$ cat config.mk
export PLATFORM = sky130hd
export DESIGN_NAME = eligible_weighted_random_select
export DESIGN_NICKNAME = d
export VERILOG_FILES = /design/src/hdl/ewrs_pkg.sv /design/src/hdl/ewrs_table.sv /design/src/hdl/ewrs_walk.sv /design/src/hdl/eligible_weighted_random_select.sv
export SDC_FILE = /design/constraint.sdc
export NUM_CORES = 1
export LEC_CHECK = 0
export BUFFER_PORTS_ARGS = -buffer_cell sky130_fd_sc_hd__buf_2
export CAP_MARGIN = 20
export CELL_PAD_IN_SITES_DETAIL_PLACEMENT = 1
export CELL_PAD_IN_SITES_GLOBAL_PLACEMENT = 2
export CORE_MARGIN = 3
export CORE_UTILIZATION = 46
export DETAILED_ROUTE_END_ITERATION = 8
export PLACE_DENSITY = 0.79
export SKIP_LAST_GASP = 1
export SLEW_MARGIN = 25
export SYNTH_ARGS = -nofsm -noshare
export SYNTH_HDL_FRONTEND = slang
export SYNTH_HIERARCHICAL = 1
export SYNTH_SLANG_ARGS = --single-unit
$ cat constraint.sdc
create_clock -name clock -period 8.5 [get_ports clock]
set_clock_uncertainty 0.2 [all_clocks]
set_input_delay 0.85 -clock clock [delete_from_list [all_inputs] [get_ports clock]]
set_output_delay 0.85 -clock clock [all_outputs]
set_load 0.01 [all_outputs]
$ cat src/hdl/ewrs_pkg.sv
package ewrs_pkg;

   localparam int WEIGHT_W   = 16;
   localparam int LEVEL_W    = 8;
   localparam int FRAC_W     = 16;
   localparam int SLOT_OUT_W = 4;

   localparam logic ACTION_LOAD = 1'b0;
   localparam logic ACTION_ROLL = 1'b1;

   typedef struct packed {
      logic [WEIGHT_W-1:0] weight;
      logic [LEVEL_W-1:0]  min_level;
   } entry_type;

   typedef enum logic [3:0] {
      ST_IDLE = 4'b0001,
      ST_SUM  = 4'b0010,
      ST_MUL  = 4'b0100,
      ST_SCAN = 4'b1000
   } walk_state_type;

endpackage

$ cat src/hdl/ewrs_table.sv
module ewrs_table
   import ewrs_pkg::*;
#(
   parameter int TABLE_ENTRIES = 16,
   parameter int IDX_W         = 4
) (
   input  logic             clock,
   input  logic             reset,
   input  logic             wr_en,
   input  logic [IDX_W-1:0] wr_addr,
   input  entry_type        wr_entry,
   input  logic             rd_en,
   input  logic [IDX_W-1:0] rd_addr,
   output entry_type        rd_entry,
   output logic             rd_used
);

   entry_type                  entry_mem_ff [TABLE_ENTRIES];
   logic [TABLE_ENTRIES-1:0]   used_ff;
   entry_type                  rd_entry_ff;
   logic                       rd_used_ff;

   always_ff @(posedge clock) begin
      if (wr_en) begin
         entry_mem_ff[wr_addr] <= wr_entry;
      end
      if (rd_en) begin
         rd_entry_ff <= entry_mem_ff[rd_addr];
         rd_used_ff  <= used_ff[rd_addr];
      end
   end

   always_ff @(posedge clock) begin
      if (reset) begin
         used_ff <= '0;
      end else if (wr_en) begin
         used_ff[wr_addr] <= 1'b1;
      end
   end

   assign rd_entry = rd_entry_ff;
   assign rd_used  = rd_used_ff;

endmodule

$ cat src/hdl/ewrs_walk.sv
module ewrs_walk
   import ewrs_pkg::*;
#(
   parameter int TABLE_ENTRIES = 16,
   parameter int IDX_W         = 4
) (
   input  logic                  clock,
   input  logic                  reset,
   input  logic                  roll_go,
   input  logic [LEVEL_W-1:0]    player_level,
   input  logic [FRAC_W-1:0]     random_fraction,
   output logic                  busy,
   output logic                  rd_en,
   output logic [IDX_W-1:0]      rd_addr,
   input  entry_type             rd_entry,
   input  logic                  rd_used,
   output logic                  rsp_strobe,
   output logic                  rsp_found,
   output logic [SLOT_OUT_W-1:0] rsp_selected_index
);

   localparam int TOT_W  = WEIGHT_W + IDX_W;
   localparam int PROD_W = FRAC_W + TOT_W;

   walk_state_type        state_ff, state_in;
   logic [IDX_W:0]        issue_ff, issue_in;
   logic                  pend_ff, pend_in;
   logic [IDX_W-1:0]      pend_addr_ff, pend_addr_in;
   logic [LEVEL_W-1:0]    level_ff, level_in;
   logic [FRAC_W-1:0]     frac_ff, frac_in;
   logic [TOT_W-1:0]      total_ff, total_in;
   logic                  any_ff, any_in;
   logic [IDX_W-1:0]      first_ff, first_in;
   logic [PROD_W-1:0]     prod_ff, prod_in;
   logic [TOT_W-1:0]      accum_ff, accum_in;
   logic                  rsp_strobe_ff, rsp_strobe_in;
   logic                  rsp_found_ff, rsp_found_in;
   logic [IDX_W-1:0]      rsp_slot_ff, rsp_slot_in;

   logic                  issuing;
   logic                  eligible;
   logic                  last;
   logic [TOT_W-1:0]      weight_ext;
   logic [TOT_W-1:0]      accum_sum;
   logic [TOT_W-1:0]      roll;
   logic [IDX_W+SLOT_OUT_W-1:0] slot_ext;

   assign issuing    = (state_ff == ST_SUM || state_ff == ST_SCAN) &&
                       (issue_ff < (IDX_W+1)'(TABLE_ENTRIES));
   assign eligible   = pend_ff && rd_used && (rd_entry.min_level <= level_ff);
   assign last       = pend_ff && (pend_addr_ff == IDX_W'(TABLE_ENTRIES - 1));
   assign weight_ext = TOT_W'(rd_entry.weight);
   assign accum_sum  = accum_ff + weight_ext;
   assign roll       = prod_ff[PROD_W-1:FRAC_W];

   always_comb begin
      state_in      = state_ff;
      issue_in      = issue_ff;
      pend_in       = issuing;
      pend_addr_in  = issue_ff[IDX_W-1:0];
      level_in      = level_ff;
      frac_in       = frac_ff;
      total_in      = total_ff;
      any_in        = any_ff;
      first_in      = first_ff;
      prod_in       = prod_ff;
      accum_in      = accum_ff;
      rsp_strobe_in = 1'b0;
      rsp_found_in  = rsp_found_ff;
      rsp_slot_in   = rsp_slot_ff;
      if (issuing) begin
         issue_in = issue_ff + 1'b1;
      end
      unique case (state_ff)
         ST_IDLE: begin
            if (roll_go) begin
               state_in = ST_SUM;
               issue_in = '0;
               level_in = player_level;
               frac_in  = random_fraction;
               total_in = '0;
               any_in   = 1'b0;
               first_in = '0;
            end
         end
         ST_SUM: begin
            if (eligible) begin
               total_in = total_ff + weight_ext;
               if (!any_ff) begin
                  any_in   = 1'b1;
                  first_in = pend_addr_ff;
               end
            end
            if (last) begin
               state_in = ST_MUL;
            end
         end
         ST_MUL: begin
            prod_in  = PROD_W'(frac_ff) * PROD_W'(total_ff);
            issue_in = '0;
            accum_in = '0;
            if (any_ff) begin
               state_in = ST_SCAN;
            end else begin
               state_in      = ST_IDLE;
               rsp_strobe_in = 1'b1;
               rsp_found_in  = 1'b0;
               rsp_slot_in   = '0;
            end
         end
         ST_SCAN: begin
            if (eligible) begin
               accum_in = accum_sum;
            end
            if (eligible && roll <= accum_sum) begin
               state_in      = ST_IDLE;
               rsp_strobe_in = 1'b1;
               rsp_found_in  = 1'b1;
               rsp_slot_in   = pend_addr_ff;
            end else if (last) begin
               state_in      = ST_IDLE;
               rsp_strobe_in = 1'b1;
               rsp_found_in  = 1'b1;
               rsp_slot_in   = first_ff;
            end
         end
         default: begin
            state_in = ST_IDLE;
         end
      endcase
   end

   always_ff @(posedge clock) begin
      if (reset) begin
         state_ff      <= ST_IDLE;
         pend_ff       <= 1'b0;
         rsp_strobe_ff <= 1'b0;
      end else begin
         state_ff      <= state_in;
         pend_ff       <= pend_in;
         rsp_strobe_ff <= rsp_strobe_in;
      end
   end

   always_ff @(posedge clock) begin
      issue_ff     <= issue_in;
      pend_addr_ff <= pend_addr_in;
      level_ff     <= level_in;
      frac_ff      <= frac_in;
      total_ff     <= total_in;
      any_ff       <= any_in;
      first_ff     <= first_in;
      prod_ff      <= prod_in;
      accum_ff     <= accum_in;
      rsp_found_ff <= rsp_found_in;
      rsp_slot_ff  <= rsp_slot_in;
   end

   assign slot_ext           = {{SLOT_OUT_W{1'b0}}, rsp_slot_ff};
   assign busy               = (state_ff != ST_IDLE);
   assign rd_en              = issuing;
   assign rd_addr            = issue_ff[IDX_W-1:0];
   assign rsp_strobe         = rsp_strobe_ff;
   assign rsp_found          = rsp_found_ff;
   assign rsp_selected_index = slot_ext[SLOT_OUT_W-1:0];

endmodule

$ cat src/hdl/eligible_weighted_random_select.sv
// channel  | ports                                   | handshake
// ---------+-----------------------------------------+------------------------------
// request  | req_action, req_entry_*, req_player_*,  | beat taken when start && !busy
//          | req_random_fraction                     |
// response | rsp_found, rsp_selected_index           | rsp_strobe, one cycle, no stall
//
// A load beat writes the table in the accepting cycle and never raises busy.
// A roll beat keeps busy high for at most two passes over the single-read-port table
// memory, one read a cycle, plus a multiply step between the passes.
// The response strobe appears in the same cycle that busy falls; a new beat may be taken then.
// Synchronous reset clears the used flags and control state; table contents are kept.
module eligible_weighted_random_select
   import ewrs_pkg::*;
#(
   parameter int TABLE_ENTRIES = 16
) (
   input  logic                  clock,
   input  logic                  reset,
   input  logic                  start,
   output logic                  busy,
   input  logic                  req_action,
   input  logic [SLOT_OUT_W-1:0] req_entry_index,
   input  logic [WEIGHT_W-1:0]   req_entry_weight,
   input  logic [LEVEL_W-1:0]    req_entry_min_level,
   input  logic [LEVEL_W-1:0]    req_player_level,
   input  logic [FRAC_W-1:0]     req_random_fraction,
   output logic                  rsp_strobe,
   output logic                  rsp_found,
   output logic [SLOT_OUT_W-1:0] rsp_selected_index
);

   localparam int IDX_W = $clog2(TABLE_ENTRIES);

   logic                          accept;
   logic                          load_en;
   logic                          roll_go;
   logic [IDX_W+SLOT_OUT_W-1:0]   index_ext;
   entry_type                     wr_entry;
   logic                          rd_en;
   logic [IDX_W-1:0]              rd_addr;
   entry_type                     rd_entry;
   logic                          rd_used;

   assign accept    = start && !busy;
   assign index_ext = {{IDX_W{1'b0}}, req_entry_index};
   // drop loads aimed beyond the table
   assign load_en   = accept && (req_action == ACTION_LOAD) &&
                      (index_ext < (IDX_W+SLOT_OUT_W)'(TABLE_ENTRIES));
   assign roll_go   = accept && (req_action == ACTION_ROLL);
   assign wr_entry  = '{weight: req_entry_weight, min_level: req_entry_min_level};

   ewrs_table #(
      .TABLE_ENTRIES (TABLE_ENTRIES),
      .IDX_W         (IDX_W)
   ) u_table (
      .clock    (clock),
      .reset    (reset),
      .wr_en    (load_en),
      .wr_addr  (index_ext[IDX_W-1:0]),
      .wr_entry (wr_entry),
      .rd_en    (rd_en),
      .rd_addr  (rd_addr),
      .rd_entry (rd_entry),
      .rd_used  (rd_used)
   );

   ewrs_walk #(
      .TABLE_ENTRIES (TABLE_ENTRIES),
      .IDX_W         (IDX_W)
   ) u_walk (
      .clock              (clock),
      .reset              (reset),
      .roll_go            (roll_go),
      .player_level       (req_player_level),
      .random_fraction    (req_random_fraction),
      .busy               (busy),
      .rd_en              (rd_en),
      .rd_addr            (rd_addr),
      .rd_entry           (rd_entry),
      .rd_used            (rd_used),
      .rsp_strobe         (rsp_strobe),
      .rsp_found          (rsp_found),
      .rsp_selected_index (rsp_selected_index)
   );

endmodule

Word level (Yosys, flattened, before mapping)
Memories as Yosys holds them, arrays and structs flattened. A register that Yosys moved wholly into a read port is not among the register bits.
Index checks and enable logic that the tools add are counted.
Storage, ports and cells
  logic and storage cells: 102
  input port bits: 56
  memories: 1
  flip-flop bits (word level): 142
  memory bits (writable): 384
Operators by class
  equality and inequality tests: 13
  multiplexer cells: 39
  bitwise operators: 2
  $add $sub $neg: 3
  magnitude comparators: 7
  multipliers: 1
  reductions and logical operators: 20
Memories
  u_table.entry_mem_ff: words 16, bits a word 24, rd ports 1, clocked after memory_dff 1, write ports 1, line ewrs_table.sv:18  | entry_type entry_mem_ff [TABLE_ENTRIES];
Operator list (number)
  $pmux W20 S2: 2
  $mux W20: 3
  $mux W4: 11
  $add A20 B16 Y20: 2
  $mul A16 B20 Y36: 1
  $le A20 B20 Y1: 1
  $or A16 B16 Y16: 1
  $pmux W4 S2: 2
  $pmux W4 S4: 1
  $lt A4 B5 Y1 const B: 3
  $mux W1: 12
  $logic_and A1 B1 Y1: 10
  $mux W5: 2
  $pmux W5 S2: 1
  $reduce_and A3 Y1: 3
  $eq A4 B4 Y1 const B: 2
  $le A8 B8 Y1: 1
  $ne A2 B1 Y1 const B: 3
  $ne A2 B2 Y1 const B: 3
  $pmux W1 S2: 3
  $add A5 B1 Y5 const B: 1
  $lt A5 B5 Y1 const B: 1
  $bmux W1 S4: 1
  $demux W1 S4: 1
  12 further kinds: 14

Longest topological paths before layout
Gate-level depths: netlist (run 1).
  depth in word-level cells: 7
  depth in mapped cells: 22
  mapped depth without buffers: 21

Cells and area by module
Netlist (run 1), hierarchy kept.
By module, submodules not included
  ewrs_walk: instances 1, cells an instance 1693, area each 16146.7 um2, sequential area each 3123.0 um2
  ewrs_table: instances 1, cells an instance 703, area each 15849.0 um2, sequential area each 12602.1 um2
  eligible_weighted_random_select: instances 1, cells an instance 2, area each 21.3 um2, sequential area each 0.0 um2

Least setup slack after synthesis (run 1)
Ideal clock, no wire load.
  path type: reg2reg
  start point: register u_walk.total_ff[16]
  end point: register u_walk.prod_ff[34], data pin
  data required time: 8.039 ns
  library setup time: 0.261 ns
  arrival: 5.752 ns
  path slack: 2.287 ns
  stages on the path, launching flop included: 22
  path through: edfxtp_1 clkbuf_1 buf_1 nand2_1 fa_1 fa_1 fa_1 inv_1 fa_1 fa_1 inv_1 fa_1 inv_1 ha_1 buf_2 a211oi_1 o211ai_1 a21oi_1 a311oi_4 o211ai_2 o31ai_2 a311o_1
Between the ends
  longest elaborated chain between the ends: 1
RTL lines
  from (decl): line ewrs_walk.sv:31  | logic [TOT_W-1:0] total_ff, total_in;
  from (signal assigned): line ewrs_walk.sv:150  | total_ff <= total_in;
  $mul A16 B20 Y36: line ewrs_walk.sv:99  | prod_in = PROD_W'(frac_ff) * PROD_W'(total_ff);
  to (signal assigned): line ewrs_walk.sv:153  | prod_ff <= prod_in;
  to (decl): line ewrs_walk.sv:34  | logic [PROD_W-1:0] prod_ff, prod_in;
No other way between the ends.
A chain may end at the register's enable or synchronous reset.

Final worst setup path (run 1)
  start point: register u_walk.total_ff[7]
  end point: register u_walk.prod_ff[34], data pin
Same word-level chain as after synthesis.

==> results of run 1 <==
==> worst max path at each step <==
stage	startpoint	end	slack, ps	cells after the start
5_1_grt	u_walk/total_ff[7]	u_walk/prod_ff[35]	1200	20
3_3_place_gp	u_walk/total_ff[10]	u_walk/prod_ff[35]	1700	18
2_1_floorplan	u_walk/total_ff[16]	u_walk/prod_ff[34]	2290	21
4_1_cts	u_walk/total_ff[7]	u_walk/prod_ff[34]	1490	20
6_report	u_walk/total_ff[7]	u_walk/prod_ff[34]	1550	20
3_5_place_dp	u_walk/total_ff[7]	u_walk/prod_ff[34]	1520	20
==> logic make-up (layout without fill, tap and decap cells) <==
family          Yosys count  in the layout  synth area share, %
buf+inv                 410            504                 5.08
other cells               0              3                    0
xor+xnor                 50             50                 1.37
compound gates          254            254                 5.48
flops                   534            534                 49.1
simple gates            623            623                 9.43
mux                     110            110                 7.35
fa+ha+maj               417            417                 22.2
==> per-layer routing <==
metal  vias up  GRT usage, %
met5         -             0
met4         6          7.27
met3       134          3.26
met2       489          41.5
met1     10100          29.9
li1       8446             -
==> power groups by stage <==
stage | Combinational [uW] | Sequential, uW | Clock [uW]
2_1_floorplan | 3860 | 3190 | 0
3_3_place_gp | 5230 | 3260 | 0
3_5_place_dp | 5320 | 3260 | 0
4_1_cts | 5440 | 3200 | 2570
5_1_grt | 6120 | 3210 | 2690
6_report | 5360 | 3200 | 2520
==> cell usage in the layout (no fill, tap or decap), types with 14 or more instances in the layout <==
cell / synthesis / layout
edfxtp_1: 503 / 503
inv_1: 303 / 303
fa_1: 251 / 251
nand2_1: 247 / 247
ha_1: 166 / 166
and2_1: 153 / 152
mux4_2: 100 / 100
nor2_1: 105 / 92
buf_2: 3 / 62
a21oi_1: 60 / 59
clkbuf_16: 0 / 57
a22oi_1: 52 / 52
buf_4: 10 / 31
dfxtp_1: 31 / 29
a21o_1: 26 / 26
xnor2_1: 26 / 26
xor2_1: 24 / 24
o21ai_0: 25 / 23
nor3_1: 22 / 18
nand3_1: 16 / 16
nand4_1: 16 / 16
o21ai_1: 15 / 15
clkinv_2: 0 / 14
nor2_2: 1 / 14
==> sequential cells by signal, indices dropped and copies added (netlist names), 4 cells and up <==
register,flops
u_table/entry_mem_ff,384
u_table/rd_entry,24
u_table/used_ff,16
u_walk/accum_ff,20
u_walk/first_ff,4
u_walk/frac_ff,16
u_walk/issue_ff,5
u_walk/level_ff,8
u_walk/pend_addr_ff,4
u_walk/prod_ff,20
u_walk/rsp_selected_index,4
u_walk/state_ff,4
u_walk/total_ff,20
==> final cells by class <==
type | instances | share of cell area, %
Antenna cell | 3 | 0.0213
Clock buffer | 66 | 4.20
Clock inverter | 40 | 1.19
Inverter | 303 | 3.23
Multi-Input combinational cell | 1454 | 41.8
Sequential cell | 534 | 44.6
Tap cell | 931 | 3.30
Timing Repair Buffer | 95 | 1.61
==> metrics by stage <==
stage	cells	hold slack [ps]	area [um2]	setup slack, ps	util, %
2_1_floorplan	2398	175	32000	2290	-
3_5_place_dp	3316	256	33300	1520	48.4
5_1_grt	3425	166	35300	1200	51.2
3_3_place_gp	3316	242	33300	1700	48.4
4_1_cts	3422	163	35200	1490	51.2
6_report	3426	198	35300	1550	51.2
==> key figures, run 1 <==
Synth
  • Mean area per synthesized cell: 13.4 um2
  • Sequential-to-total area share from yosys stat: around half
  • Post-synthesis instance total: between 2,000 and 2,500
  • Total number of yosys warnings: 6
  • Largest cells by area after synthesis: edfxtp_1 (47%), fa_1 (16%), mux4_2 (7.0%)
  • Count of cell types in the netlist: 70
  • Leading area contributor after synthesis: edfxtp_1
  • Register bit total from synthesis: about 530
  • Top_reg_cell synth: edfxtp_1
  • Most frequent cells after synthesis: edfxtp_1 (503), inv_1 (303), fa_1 (251), nand2_1 (247), ha_1 (166)
  • Post-synth EDFFs: approximately 500
  • Fraction of registers with async set/reset: 0%
  • Top-area cell type share of the netlist area: 47.2%
  • Most numerous cell in the Yosys netlist: edfxtp_1
  • Post-synthesis instance area: about 32,000 um2
  • Nets in the synthesized netlist: 2,871

Job
  • Number of max-capacitance violations reported: 0

Power and ir drop
  • Worst vdd rail ir drop: ~330 uV
  • Internal Pwr Total: roughly 6700 uW
  • Switch Pwr: approximately 4400 uW
  • Power density over cell area: ~310 nW/um2
  • Tot Pwr: ~11,000 uW
  • Clock power frac: 22.7%
  • Switching share of power: 39.6%
  • Combinational fraction of design power: approximately half
  • Register share of total power: a little under 30%
  • P_leak: about 0.014 uW

Final layout
  • Relative area change from synthesis to final layout: 10.1%
  • Seq. cell area: approximately 16,000 um2
  • Layout cell share with drive strength beyond 1: between 10% and 20%
  • Final #Nets: between 2,000 and 3,000
  • Multi-input gate area: 14,700 um2
  • Filler Cell Count: roughly 7,000

Timing
  • F_max: roughly 140 MHz
  • Final setup violation count: 0
  • Worst slew margin relative to its limit: a little under a third
  • RSZ-0062 raised after global routing: no
  • Actual slew at the worst max-slew pin: between 1000 and 1500 ps
  • Pins over their slew limit: 0
  • Final Hold Violating Endpoints: 0
  • Post-route minimum period: slightly below 7000 ps
  • Share of the clock period used by the worst path: roughly 82%
  • Final TNS setup: 0 ps

Worst hold path
  • Hold WC Path Type: input pin to flop
  • Number of cells traversed by the worst hold path: 1
  • Startpoint of the lowest-slack hold path: req_random_fraction[9]
  • End point of the worst hold path: u_walk/frac_ff[9]

Die
  • Core outline area: 68,800 um2
  • Die X: between 200 and 300 um
  • Initial core utilization: between 40% and 50%
  • Die outline height: between 200 and 300 um
  • Io pins: 63
  • Num rows: 96
  • Full die area: ~73,000 um2

Worst setup path
  • Cell type with the highest occurrence count on the critical path: fa_1
  • Register-to-Register Setup Slack: 1550 ps
  • End of the worst register-to-register path: u_walk/prod_ff[34]
  • Family with the most delay on the worst path: adder cells
  • Data arrival at the endpoint of the critical path: 7100 ps
  • Startpoint kind of the worst setup timing path: flop
  • Critical Path Max Stage Delay: about 930 ps
  • Type of the worst setup path: flop to flop
  • CP required: 8660 ps
  • Worst path cell trace: nand2_1 -> fa_1 -> inv_1 -> fa_1 -> inv_1 -> fa_1 -> inv_1 -> fa_1 -> fa_1 -> inv_1 -> fa_1 -> inv_1 -> ha_1 -> a21oi_1 -> nand2_1 -> a221oi_2 -> a311oi_4 -> o211ai_2 -> o31ai_2 -> a311o_1
  • Start of the worst register-to-register path: u_walk/total_ff[7]
  • Critical path peak fanout: 17
  • Length in cells of the worst reg-to-reg path: 20
  • Slowest-stage cell, CP: edfxtp_1
  • Type of element capturing the critical path: flop
  • Worst path bufs/invs: 5

Route
  • Routed via count: 19,200
  • ANT nets after route: 0
  • Total met3 wirelength after detailed routing: between 3000 and 4000 um
  • Remaining DRCs: 0
  • First-pass iteration count of the detailed router: 5
  • Detailed Route Iter0 Violations: 1,220
  • Total routed wirelength: 83,000 um
  • Met2 WL: between 40,000 and 50,000 um
  • Detail-routed via count per cell: approximately 5.6
  • Highest routed layer: met5
  • Wire length the detailed router placed on met1: approximately 34,000 um
  • Routed wire per std cell: between 20 and 25 um

CTS
  • Number of buffers inserted to repair setup after CTS: 0
  • Clock sink total: 534
  • Number of buffers created by CTS: 57
  • Htree depth: 2
  • Register clock-pin slew on the reported worst setup and hold paths: around 70 ps
  • # hold bufs at CTS: 0
  • Clock tree from TritonCTS: yes
  • Buffer levels on the longest clock path: 3
  • Cell at the root of the clock tree: clkbuf_16
  • Worst skew pair latency: ~630 ps
  • Cells resized by post-CTS repair: 0

GRT
  • GRT overflow: 0
  • Pin count of the biggest net entering global routing: 63
  • Global-route wire length before repair: between 100,000 and 150,000 um
  • Antenna violations before repair: 7
  • Via count of the first global-routing pass: ~22,000
  • Overall Global Routing Usage: between 20% and 30%

Place
  • Input/output buffers: 62
  • Hpwl dp: about 56,000 um
  • Routability congestion estimate from global placement: 0.799

Run status
  • Run status: finished, final reports clean
Note: power is estimated with default switching activity, not from simulation.
==> run 2, diff against run 1 <==
Settings changed: ABC_AREA from default to 1, CORE_UTILIZATION 46 to 37, PLACE_DENSITY 0.79 to 0.75.
Clock period 8.5 ns to 6.1 ns, I/O delays scaled along.
==> run 2 against run 1 <==
Critical path depth grew 1. Worst setup slack worse by 1300 ps. Sequential share of layout area shrank 5.6 points. Synthesized cell count rose by 63%. Non-clock buffer count up 133. Hold slack got worse by 150 ps. Die area rose by 36%. Final cell count up 56%.
==> key figures, run 2 <==
Worst setup path
  • Startpoint kind of the worst setup timing path: flop
  • Type of element capturing the critical path: flop
  • Type of the worst setup path: flop to flop
  • Critical path peak fanout: 14
  • CP required: between 6000 and 7000 ps
  • Data arrival at the endpoint of the critical path: 6000 ps

GRT
  • Global-route wire length before repair: approximately 160,000 um
  • Overall Global Routing Usage: a little over a fifth
  • Pin count of the biggest net entering global routing: ~160
  • GRT overflow: 0
  • Antenna violations before repair: 6
  • Via count of the first global-routing pass: 27,500

Place
  • Routability congestion estimate from global placement: 0.814
  • Post-placement cell area: between 30,000 and 40,000 um2
  • Worst Setup Slack post-DPL: -42.1 ps
  • Hpwl dp: around 72,000 um
  • Input/output buffers: 62

CTS
  • Clock tree from TritonCTS: yes
  • Htree depth: 3
  • Clock sink total: about 530
  • Worst skew pair latency: between 600 and 700 ps
  • Cell at the root of the clock tree: clkbuf_16
  • Buffer levels on the longest clock path: 3
  • Number of buffers created by CTS: between 60 and 70
  • Register clock-pin slew on the reported worst setup and hold paths: 60 ps

Timing
  • RSZ-0062 raised after global routing: yes
  • Share of the clock period used by the worst path: between 90% and 100%
  • Final setup violation count: 0
  • Worst slew margin relative to its limit: between 30% and 40%
  • Worst Slack Setup Final: 242 ps
  • Post-route minimum period: ~5900 ps
  • F_max: 171 MHz
  • Pins over their slew limit: 0
  • Final Hold Violating Endpoints: 0
  • Actual slew at the worst max-slew pin: roughly 960 ps

Route
  • Routed wire per std cell: around 20 um
  • Detailed Route Iter0 Violations: 1,645
  • Total routed wirelength: approximately 110,000 um
  • Remaining DRCs: 0
  • Detail-routed via count per cell: roughly 4.9
  • Routed via count: between 20,000 and 30,000
  • ANT nets after route: 0
  • First-pass iteration count of the detailed router: 5

Synth
  • Register bit total from synthesis: approximately 530
  • Top_reg_cell synth: edfxtp_1
  • Count of cell types in the netlist: slightly below 50
  • Leading area contributor after synthesis: edfxtp_1
  • Most frequent cells after synthesis: nand2_1 (1,091), inv_1 (882), edfxtp_1 (503), nand3_1 (342), fa_1 (251)
  • Post-synthesis instance area: between 30,000 and 40,000 um2
  • Largest cells by area after synthesis: edfxtp_1 (43%), fa_1 (14%), nand2_1 (12%)
  • Most numerous cell in the Yosys netlist: nand2_1
  • Total number of yosys warnings: 6
  • Nets in the synthesized netlist: roughly 4,400
  • Post-synthesis instance total: just under 4,000
  • Mean area per synthesized cell: 9.04 um2
  • Post-synth EDFFs: around 500
  • Fraction of registers with async set/reset: 0%
  • Top-area cell type share of the netlist area: between 40% and 50%
  • Sequential-to-total area share from yosys stat: between 40% and 50%

Final layout
  • Flip-flop count of the largest register, all copies and words added: 384
  • Filler Cell Count: 10,700
  • Relative area change from synthesis to final layout: 14.1%
  • Register ranked first by flip-flop count: u_table/entry_mem_ff
  • Summed area of non-filler cells in the final layout: ~40,000 um2
  • Final #Nets: 4,516
  • Multi-input gate area: between 15,000 and 20,000 um2
  • Seq. cell area: roughly 16,000 um2
  • Regs by FF count: u_table/entry_mem_ff (384), u_table/rd_entry (24)
  • Commonest cells after routing, fill and taps aside: nand2_1 (1,090), inv_1 (876), edfxtp_1 (503)
  • Layout cell share with drive strength beyond 1: a little under a tenth
  • Most common library cell in the layout ignoring fill and taps: nand2_1

Die
  • Die X: around 320 um
  • Initial core utilization: 37.6%
  • Full die area: around 99,000 um2
  • Io pins: between 60 and 70
  • Core outline area: around 94,000 um2
  • Die outline height: approximately 320 um
  • Num rows: ~110

Run status
  • Run status: finished, final reports clean

Worst hold path
  • Hold WC Path Type: input pin to flop

Job
  • Number of max-capacitance violations reported: 0
[run 2: cell types whose count changed in the layout (fill, tap and decap cells not counted), sizes merged, moves of 100 or more]
cell / before / now
mux4: 100 / 0
buf: 95 / 204
inv: 311 / 883
nand3: 16 / 347
nand2: 247 / 1112
and2: 153 / 1
[run 2: timing repair]
item | in CTS | in global routing
gates resized for setup | 0 | 31
pin swaps | 0 | 5
hold buffers | 23 | 0
hold endpoints to repair | 23 | 0
endpoints found under the setup margin | 5 | 17
setup buffers | 7 | 33
[run 2: cell families (layout without fill, tap and decap cells)]
group | after synthesis | count (layout) | share of synthesized area, %
buf+inv | 1049 | 1235 | 11.8
other cells | 0 | 2 | 0
simple gates | 1677 | 1677 | 19.6
compound gates | 204 | 204 | 3.28
xor+xnor | 29 | 29 | 0.740
flops | 534 | 534 | 44.5
fa+ha+maj | 417 | 417 | 20.1
[run 2: routing by layer]
metal | vias to the layer above | wire (um) | track usage [%]
li1 | 12400 | - | -
met1 | 13000 | 51700 | 31.8
met2 | 466 | 48000 | 34.6
met3 | 109 | 5220 | 3.31
met4 | 4 | 1710 | 4.52
met5 | - | 24 | 0
[run 2: worst paths after layout]
kind	startpoint	endpoint	slack (ps)	cells past startpoint
worst min-delay path	req_random_fraction[0]	u_walk/frac_ff[0]	50	1
worst min register to register	u_table/used_ff[0]	u_table/used_ff[0]	260	2
worst max register to register	u_walk/total_ff[10]	u_walk/prod_ff[27]	240	21
worst max-delay path	u_walk/total_ff[10]	u_walk/prod_ff[27]	240	21
[run 2: critical path, cell delays in order (launching register included)]
cell      delay (ps)
edfxtp_1         490
buf_12           180
nand2_1          100
fa_1             550
inv_1             60
fa_1             490
fa_2             630
fa_1             430
fa_1             490
inv_1             50
fa_1             530
inv_1             60
ha_2             370
nand2_1          110
nor2_2           140
inv_1            100
nor3_1           140
nand2_1           90
nand2_2          130
nand2_2           60
nand3_1           70
nand2_1          100
[run 2: cell type report]
class / instances / share of cell area [%]
antenna: 2 / 0.0124
clock buffer: 82 / 4.35
clock inverter: 39 / 1.01
inverter: 886 / 8.27
multi-input combinational: 2327 / 38.8
sequential: 534 / 39.0
tap: 1254 / 3.89
timing repair buffer: 228 / 4.64
[run 2: metrics by stage]
step | hold slack [ps] | cells | utilization, % | TNS (ps)
floorplan | 175 | 3910 | - | 0
global placement | 241 | 5165 | 39.8 | 0
detailed placement | 249 | 5166 | 39.8 | -69.5
CTS | 11.2 | 5317 | 42.4 | 0
global route | 26.5 | 5350 | 42.9 | -88.2
finish | 49.7 | 5352 | 42.9 | 0
Power of run 2 is not shown: default switching activity piles up to over one toggle a cycle in this logic, so the estimate is an artifact.
